===== config.mk =====
export PLATFORM = sky130hd
export DESIGN_NAME = vce_key_form
export DESIGN_NICKNAME = d
export VERILOG_FILES = /design/src/rtl/vce_pkg.sv /design/src/rtl/vce_key_form.sv
export SDC_FILE = /design/constraint.sdc
export NUM_CORES = 1
export LEC_CHECK = 0
export BUFFER_PORTS_ARGS = -buffer_cell sky130_fd_sc_hd__buf_2
export CELL_PAD_IN_SITES_DETAIL_PLACEMENT = 2
export CELL_PAD_IN_SITES_GLOBAL_PLACEMENT = 2
export CORE_AREA = 5 5 223 225
export DETAILED_ROUTE_END_ITERATION = 6
export DIE_AREA = 0 0 228 230
export PLACE_DENSITY = 0.56
export SYNTH_ARGS = -nofsm -noshare
export SYNTH_HDL_FRONTEND = slang
export SYNTH_SLANG_ARGS = --single-unit

===== constraint.sdc =====
create_clock -name vclk -period 4.17
set_clock_uncertainty 0.1 [all_clocks]
set_input_delay 0.6255 -clock vclk [all_inputs]
set_output_delay 0.6255 -clock vclk [all_outputs]
set_load 0.1 [all_outputs]

===== src/rtl/vce_pkg.sv =====
// shared types, constants and codes for the verdict cache
`timescale 1ns / 1ps
`default_nettype none
package vce_pkg;

  localparam int ENTRIES   = 256;
  localparam int IDX_W     = $clog2(ENTRIES);
  localparam int KEY_BYTES = 36;
  localparam int RAW_BYTES = 36;
  localparam int KEY_BITS  = RAW_BYTES * 8;
  localparam int HASH_W    = 32;
  localparam int TICK_W    = 32;
  localparam int LIFE_W    = 31;
  localparam int RES_W     = 2;

  localparam logic [LIFE_W-1:0] LIFETIME_RESET = LIFE_W'(300000);

  localparam logic FUNC_LOOKUP = 1'b0;
  localparam logic FUNC_INSERT = 1'b1;

  localparam logic [RES_W-1:0] RES_MISS    = 2'd0;
  localparam logic [RES_W-1:0] RES_VALID   = 2'd1;
  localparam logic [RES_W-1:0] RES_INVALID = 2'd2;

  typedef struct packed {
    logic [KEY_BITS-1:0] key;
    logic [HASH_W-1:0]   hash;
    logic                verdict;
    logic [TICK_W-1:0]   now;
  } query_t;

  typedef struct packed {
    logic              live;
    logic              found;
    logic              verdict;
    logic [TICK_W-1:0] stamp;
    logic [IDX_W-1:0]  idx;
  } tok_t;

  typedef struct packed {
    logic wr;
    logic clr;
  } cell_ctl_t;

endpackage
`default_nettype wire


===== src/rtl/vce_key_form.sv =====
// identifier normalisation: cut at the first zero byte and at the key length
`timescale 1ns / 1ps
`default_nettype none
module vce_key_form (
  input  wire logic [vce_pkg::KEY_BITS-1:0] raw,
  output logic      [vce_pkg::KEY_BITS-1:0] key
);

  logic [vce_pkg::RAW_BYTES-1:0] nz;
  logic [vce_pkg::RAW_BYTES-1:0] keep;

  always_comb begin
    for (int i = 0; i < vce_pkg::RAW_BYTES; i++) begin
      nz[i] = (|raw[8*i +: 8]) && (i < vce_pkg::KEY_BYTES);
    end
    for (int i = 0; i < vce_pkg::RAW_BYTES; i++) begin
      keep[i] = &(nz | ({vce_pkg::RAW_BYTES{1'b1}} << (i + 1)));
    end
    for (int i = 0; i < vce_pkg::RAW_BYTES; i++) begin
      key[8*i +: 8] = keep[i] ? raw[8*i +: 8] : 8'h00;
    end
  end

endmodule
`default_nettype wire


==> Word level (Yosys, flattened, before mapping) <==
Cells that the tools add are included.
{ "totals": {"romBits": 0, "inputBits": 288, "n_memories": 0, "output_inout_bits": 288, "mem_bits_rw": 0, "latch_bits": 0, "register_bits": 0} }
{ "classes": {"n_eq_ne": 0, "n_reduce_logical": 71, "shift": 0, "n_mul": 0, "add_sub_neg": 0, "div": 0, "muxes": 36, "n_bitwise": 0, "order_cmp": 0} }
{ "ops": {"columns": ["cell", "count"], "rows": [
  ["$mux W8", 36],
  ["$reduce_or A8 Y1", 36],
  ["$reduce_and A36 Y1", 1],
  ["$reduce_and A35 Y1", 1],
  ["$reduce_and A34 Y1", 1],
  ["$reduce_and A33 Y1", 1],
  ["$reduce_and A32 Y1", 1],
  ["$reduce_and A31 Y1", 1],
  ["$reduce_and A30 Y1", 1],
  ["$reduce_and A29 Y1", 1],
  ["$reduce_and A28 Y1", 1],
  ["$reduce_and A27 Y1", 1],
  ["$reduce_and A26 Y1", 1],
  ["$reduce_and A25 Y1", 1],
  ["$reduce_and A24 Y1", 1],
  ["$reduce_and A23 Y1", 1],
  ["$reduce_and A22 Y1", 1],
  ["$reduce_and A21 Y1", 1],
  ["$reduce_and A20 Y1", 1],
  ["$reduce_and A19 Y1", 1],
  ["$reduce_and A18 Y1", 1],
  ["$reduce_and A17 Y1", 1],
  ["$reduce_and A16 Y1", 1],
  ["$reduce_and A15 Y1", 1],
  ["13 further kinds", 13]
]} }

==> Longest topological paths before layout <==
{ "logic_depth": {"depth_word": 3, "depth_mapped": 9} }

==> Least setup slack after synthesis <==
No wires, ideal clock.
{ "synth_timing": {"path_type": "input -> output", "startpoint": "in raw[133] in the netlist's numbering", "endpoint": "out key[279] in the netlist's numbering", "path_buffers": 1, "setup_slack_ps": -519, "path_stages": 7, "arrival_ps": 3963, "required_time_ps": 3444, "path_cell_list": "or4_1 > nor2_1 > nand4b_4 > or4_4 > or2_1 > buf_2 > nor3_1"} }
{ "synth_between": {"elab_chain_cells": 3} }
{ "synth_lines": {"columns": ["element", "line_no", "rtl"], "rows": [
  ["start: declaration", "vce_key_form.sv:5", "input wire logic [vce_pkg::KEY_BITS-1:0] raw,"],
  ["$reduce_or A8 Y1", "vce_key_form.sv:14", "nz[i] = (|raw[8*i +: 8]) && (i < vce_pkg::KEY_BYTES);"],
  ["$reduce_and A35 Y1", "vce_key_form.sv:17", "keep[i] = &(nz | ({vce_pkg::RAW_BYTES{1'b1}} << (i + 1)));"],
  ["$mux W8", "vce_key_form.sv:20", "key[8*i +: 8] = keep[i] ? raw[8*i +: 8] : 8'h00;"],
  ["end: declaration", "vce_key_form.sv:6", "output logic [vce_pkg::KEY_BITS-1:0] key"]
]} }
Every way passes these cells.

==> Worst setup path after layout <==
{ "layout_timing": {"startpoint": "in raw[148] in the netlist's numbering", "endpoint": "out key[224] in the netlist's numbering"} }
{ "layout_between": {"elab_chain_cells": 3} }
{ "layout_lines": {"columns": ["element", "line_no"], "rows": [
  ["$reduce_or A8 Y1", "vce_key_form.sv:14"],
  ["$reduce_and A29 Y1", "vce_key_form.sv:17"],
  ["$mux W8", "vce_key_form.sv:20"]
]} }
Every way passes these cells.

==> results.yml <==
status:
  run_status: "completed"
setup_path:
  crit_path_end_kind: "output port"
  worstPathMaxFanout: 16
  crit_path_start_kind: "primary input"
  timing.critical_path.arrival_ns: 3.22
  cp_data_required_time_ns: 3.44
  critPathKind: "primary input to output port"
drt:
  drt_first_iter_violations: 100
  wl_per_cell_um: 19.5
  dr_total_vias: 5901
  first_pass_iters: 4
  postRouteWirelength_um: 32300
  drt-vias-per-instance: 3.56
  detail_route.drc_violations: 0
  ant_nets: 0
final_layout:
  sequential_cell_total: 0
  finalNonFillerCells: 1656
  multi_input_comb_area_um2: 2720
  fillers: 5496
  final_core_utilization_pct: 21.1
  layout.area.seq_um2: 0
  layout.clock_buffers: 0
  area_delta_synth_final_pct: 243
  post_layout_nets: 1330
  drive_above_1_share_pct: 60.2
sta:
  finalHoldViolCount: 0
  post-route-min-period_ns: 3.94
  timing.final.setup_violations: 0
  timing_worst_slew_pin_value_ns: 1.06
  slew-limit-headroom_pct: 29.2
  finalCritPeriodShare_pct: 94.5
  timing.fmax_ghz: 0.254
  fin_setup_tns_ns: 0
  grt_setup_unrepaired: "yes"
  final-max-slew-violation-count: 0
flow_run:
  cap_viol_max_count: 0
global_routing:
  gr-total-overflow: 0
  grt_busiest_layer: "met2"
  largest_net_degree_at_the_start_of_global_routing: 41
  grt.met1_usage_pct: 11.1
  wire_length_of_the_first_global_routing_pass_um: 46500
  use_met3_pct: 4.06
  vias_in_the_first_global_route: 6930
  gr-usage-met2_pct: 23.8
  grt_antenna_before_repair: 2
  groute.usage.overall_pct: 11.5
floorplan:
  placement_rows: 80
  die_x_um: 228
  die_h_um: 230
  die_area_um2: 52400
  start_util_pct: 6.17
  placeableCoreArea_um2: 47300
  pin_count: 576
synthesis:
  mappedNetlistArea_um2: 2920
  synth_area_per_cell_um2: 6.12
  postSynthCellCount: 477
  synth.most_common_cell: "sky130_fd_sc_hd__and2_1"
  synth_fp_nets: 765
  synth_largest_type_area_fraction_pct: 42.8
  ys.warnings.count: 0
  synth-seq-area-share_pct: 0
  ys_top_cells_by_count: "sky130_fd_sc_hd__and2_1 (200), sky130_fd_sc_hd__and3_1 (68), sky130_fd_sc_hd__nor4_1 (64)"
  post_synth_num_cell_types: 30
  post-synth-top-area-cell: "sky130_fd_sc_hd__and2_1"
  synth.area.top_cells: "sky130_fd_sc_hd__and2_1 (43%), sky130_fd_sc_hd__and3_1 (15%), sky130_fd_sc_hd__nor4_1 (14%)"
clock_network:
  post_cts_buffers: 0
place:
  numPlacedInstances: 1655
  gp_weighted_congestion: 0.865
  io_buffer_count: 576
  post-dp-hpwl_um: 30500
pwr:
  leakage_nw: 4.72
  irDropWorstVdd_mv: 0.111
  p_per_area_nw_per_um2: 289
worst_hold_path:
  class_of_the_most_critical_hold_timing_path: "primary input to output port"
==> metal layers <==
layer / part of all wire, % / up-vias
met5: 0.084 / -
met4: 1.3 / 4
met3: 9.0 / 20
met2: 56 / 348
met1: 33 / 2748
li1: - / 2781
==> what timing repair did <==
action	4_1_cts	5_1_grt
gates resized for setup	0	1
endpoints found under the setup margin	0	7
hold buffers	0	0
==> metrics by stage <==
stage                     worst slack, ns  total power (W)  area (um2)  hold WS, ns
after floorplan                    -0.519          0.00177        2920         1.39
after global placement              0.127          0.00290       10000         1.52
after detailed placement           0.0982          0.00292       10000         1.52
after CTS                          0.0861          0.00292       10000         1.52
after global routing              -0.0244          0.00297       10000         1.53
final                               0.229          0.00289       10000         1.52
==> report_power, final <==
part | switching, W | leakage [nW] | internal (W)
clock | 0 | 0.00000634 | 0.0000000000321
sequential | 0 | 0 | 0
combinational | 0.00198 | 4.72 | 0.000909
total | 0.00198 | 4.72 | 0.000909
==> final timing paths <==
kind | startpoint | to | slack (ns) | depth (start not counted)
worst max-delay path | raw[148] | key[224] | 0.23 | 9
worst min-delay path | raw[284] | key[284] | 1.52 | 4
==> critical path, cell delays in order <==
cell and delay [ns]:
sky130_fd_sc_hd__buf_2 0.09, sky130_fd_sc_hd__nor4_1 0.06, sky130_fd_sc_hd__buf_4 0.13, sky130_fd_sc_hd__nand2_1 0.12, sky130_fd_sc_hd__nand4b_4 0.17, sky130_fd_sc_hd__or4_4 0.63
sky130_fd_sc_hd__nor3_2 0.82, sky130_fd_sc_hd__and2_1 0.35, sky130_fd_sc_hd__buf_12 0.21
==> final cells by class <==
| class | count | share of cell area [%] |
|---|---|---|
| Timing Repair Buffer | 598 | 64.5 |
| Inverter | 16 | 0.600 |
| Antenna cell | 1 | 0.0250 |
| Tap cell | 615 | 7.69 |
| Multi-Input combinational cell | 426 | 27.2 |
==> cells by family (layout without fill, tap and decap cells) <==
logic type	count (synthesis)	after routing	synth area share, %
simple gates	424	424	92.5
buf+inv	51	614	7.11
compound gates	2	2	0.343
other cells	0	1	0
==> cells in the final DEF, fill, tap and decap left out, types with 2 or more instances in the layout <==
| cell | synthesis | final |
|---|---|---|
| sky130_fd_sc_hd__buf_4 | 2 | 22 |
| sky130_fd_sc_hd__nor2_1 | 7 | 5 |
| sky130_fd_sc_hd__nor4_1 | 64 | 63 |
| sky130_fd_sc_hd__or4_1 | 6 | 6 |
| sky130_fd_sc_hd__nand4_1 | 2 | 2 |
| sky130_fd_sc_hd__nor4_4 | 3 | 3 |
| sky130_fd_sc_hd__nor3_1 | 6 | 6 |
| sky130_fd_sc_hd__inv_1 | 16 | 16 |
| sky130_fd_sc_hd__nor4_2 | 2 | 3 |
| sky130_fd_sc_hd__and2_1 | 200 | 200 |
| sky130_fd_sc_hd__nand2_1 | 36 | 36 |
| sky130_fd_sc_hd__buf_2 | 7 | 349 |
| sky130_fd_sc_hd__a21oi_1 | 2 | 2 |
| sky130_fd_sc_hd__buf_12 | 0 | 227 |
| sky130_fd_sc_hd__nand3_1 | 4 | 4 |
| sky130_fd_sc_hd__nor2_2 | 0 | 2 |
| sky130_fd_sc_hd__nor3_2 | 13 | 13 |
| sky130_fd_sc_hd__or3_1 | 2 | 2 |
| sky130_fd_sc_hd__and3_1 | 68 | 68 |
Note: power is estimated with default switching activity, not from simulation.
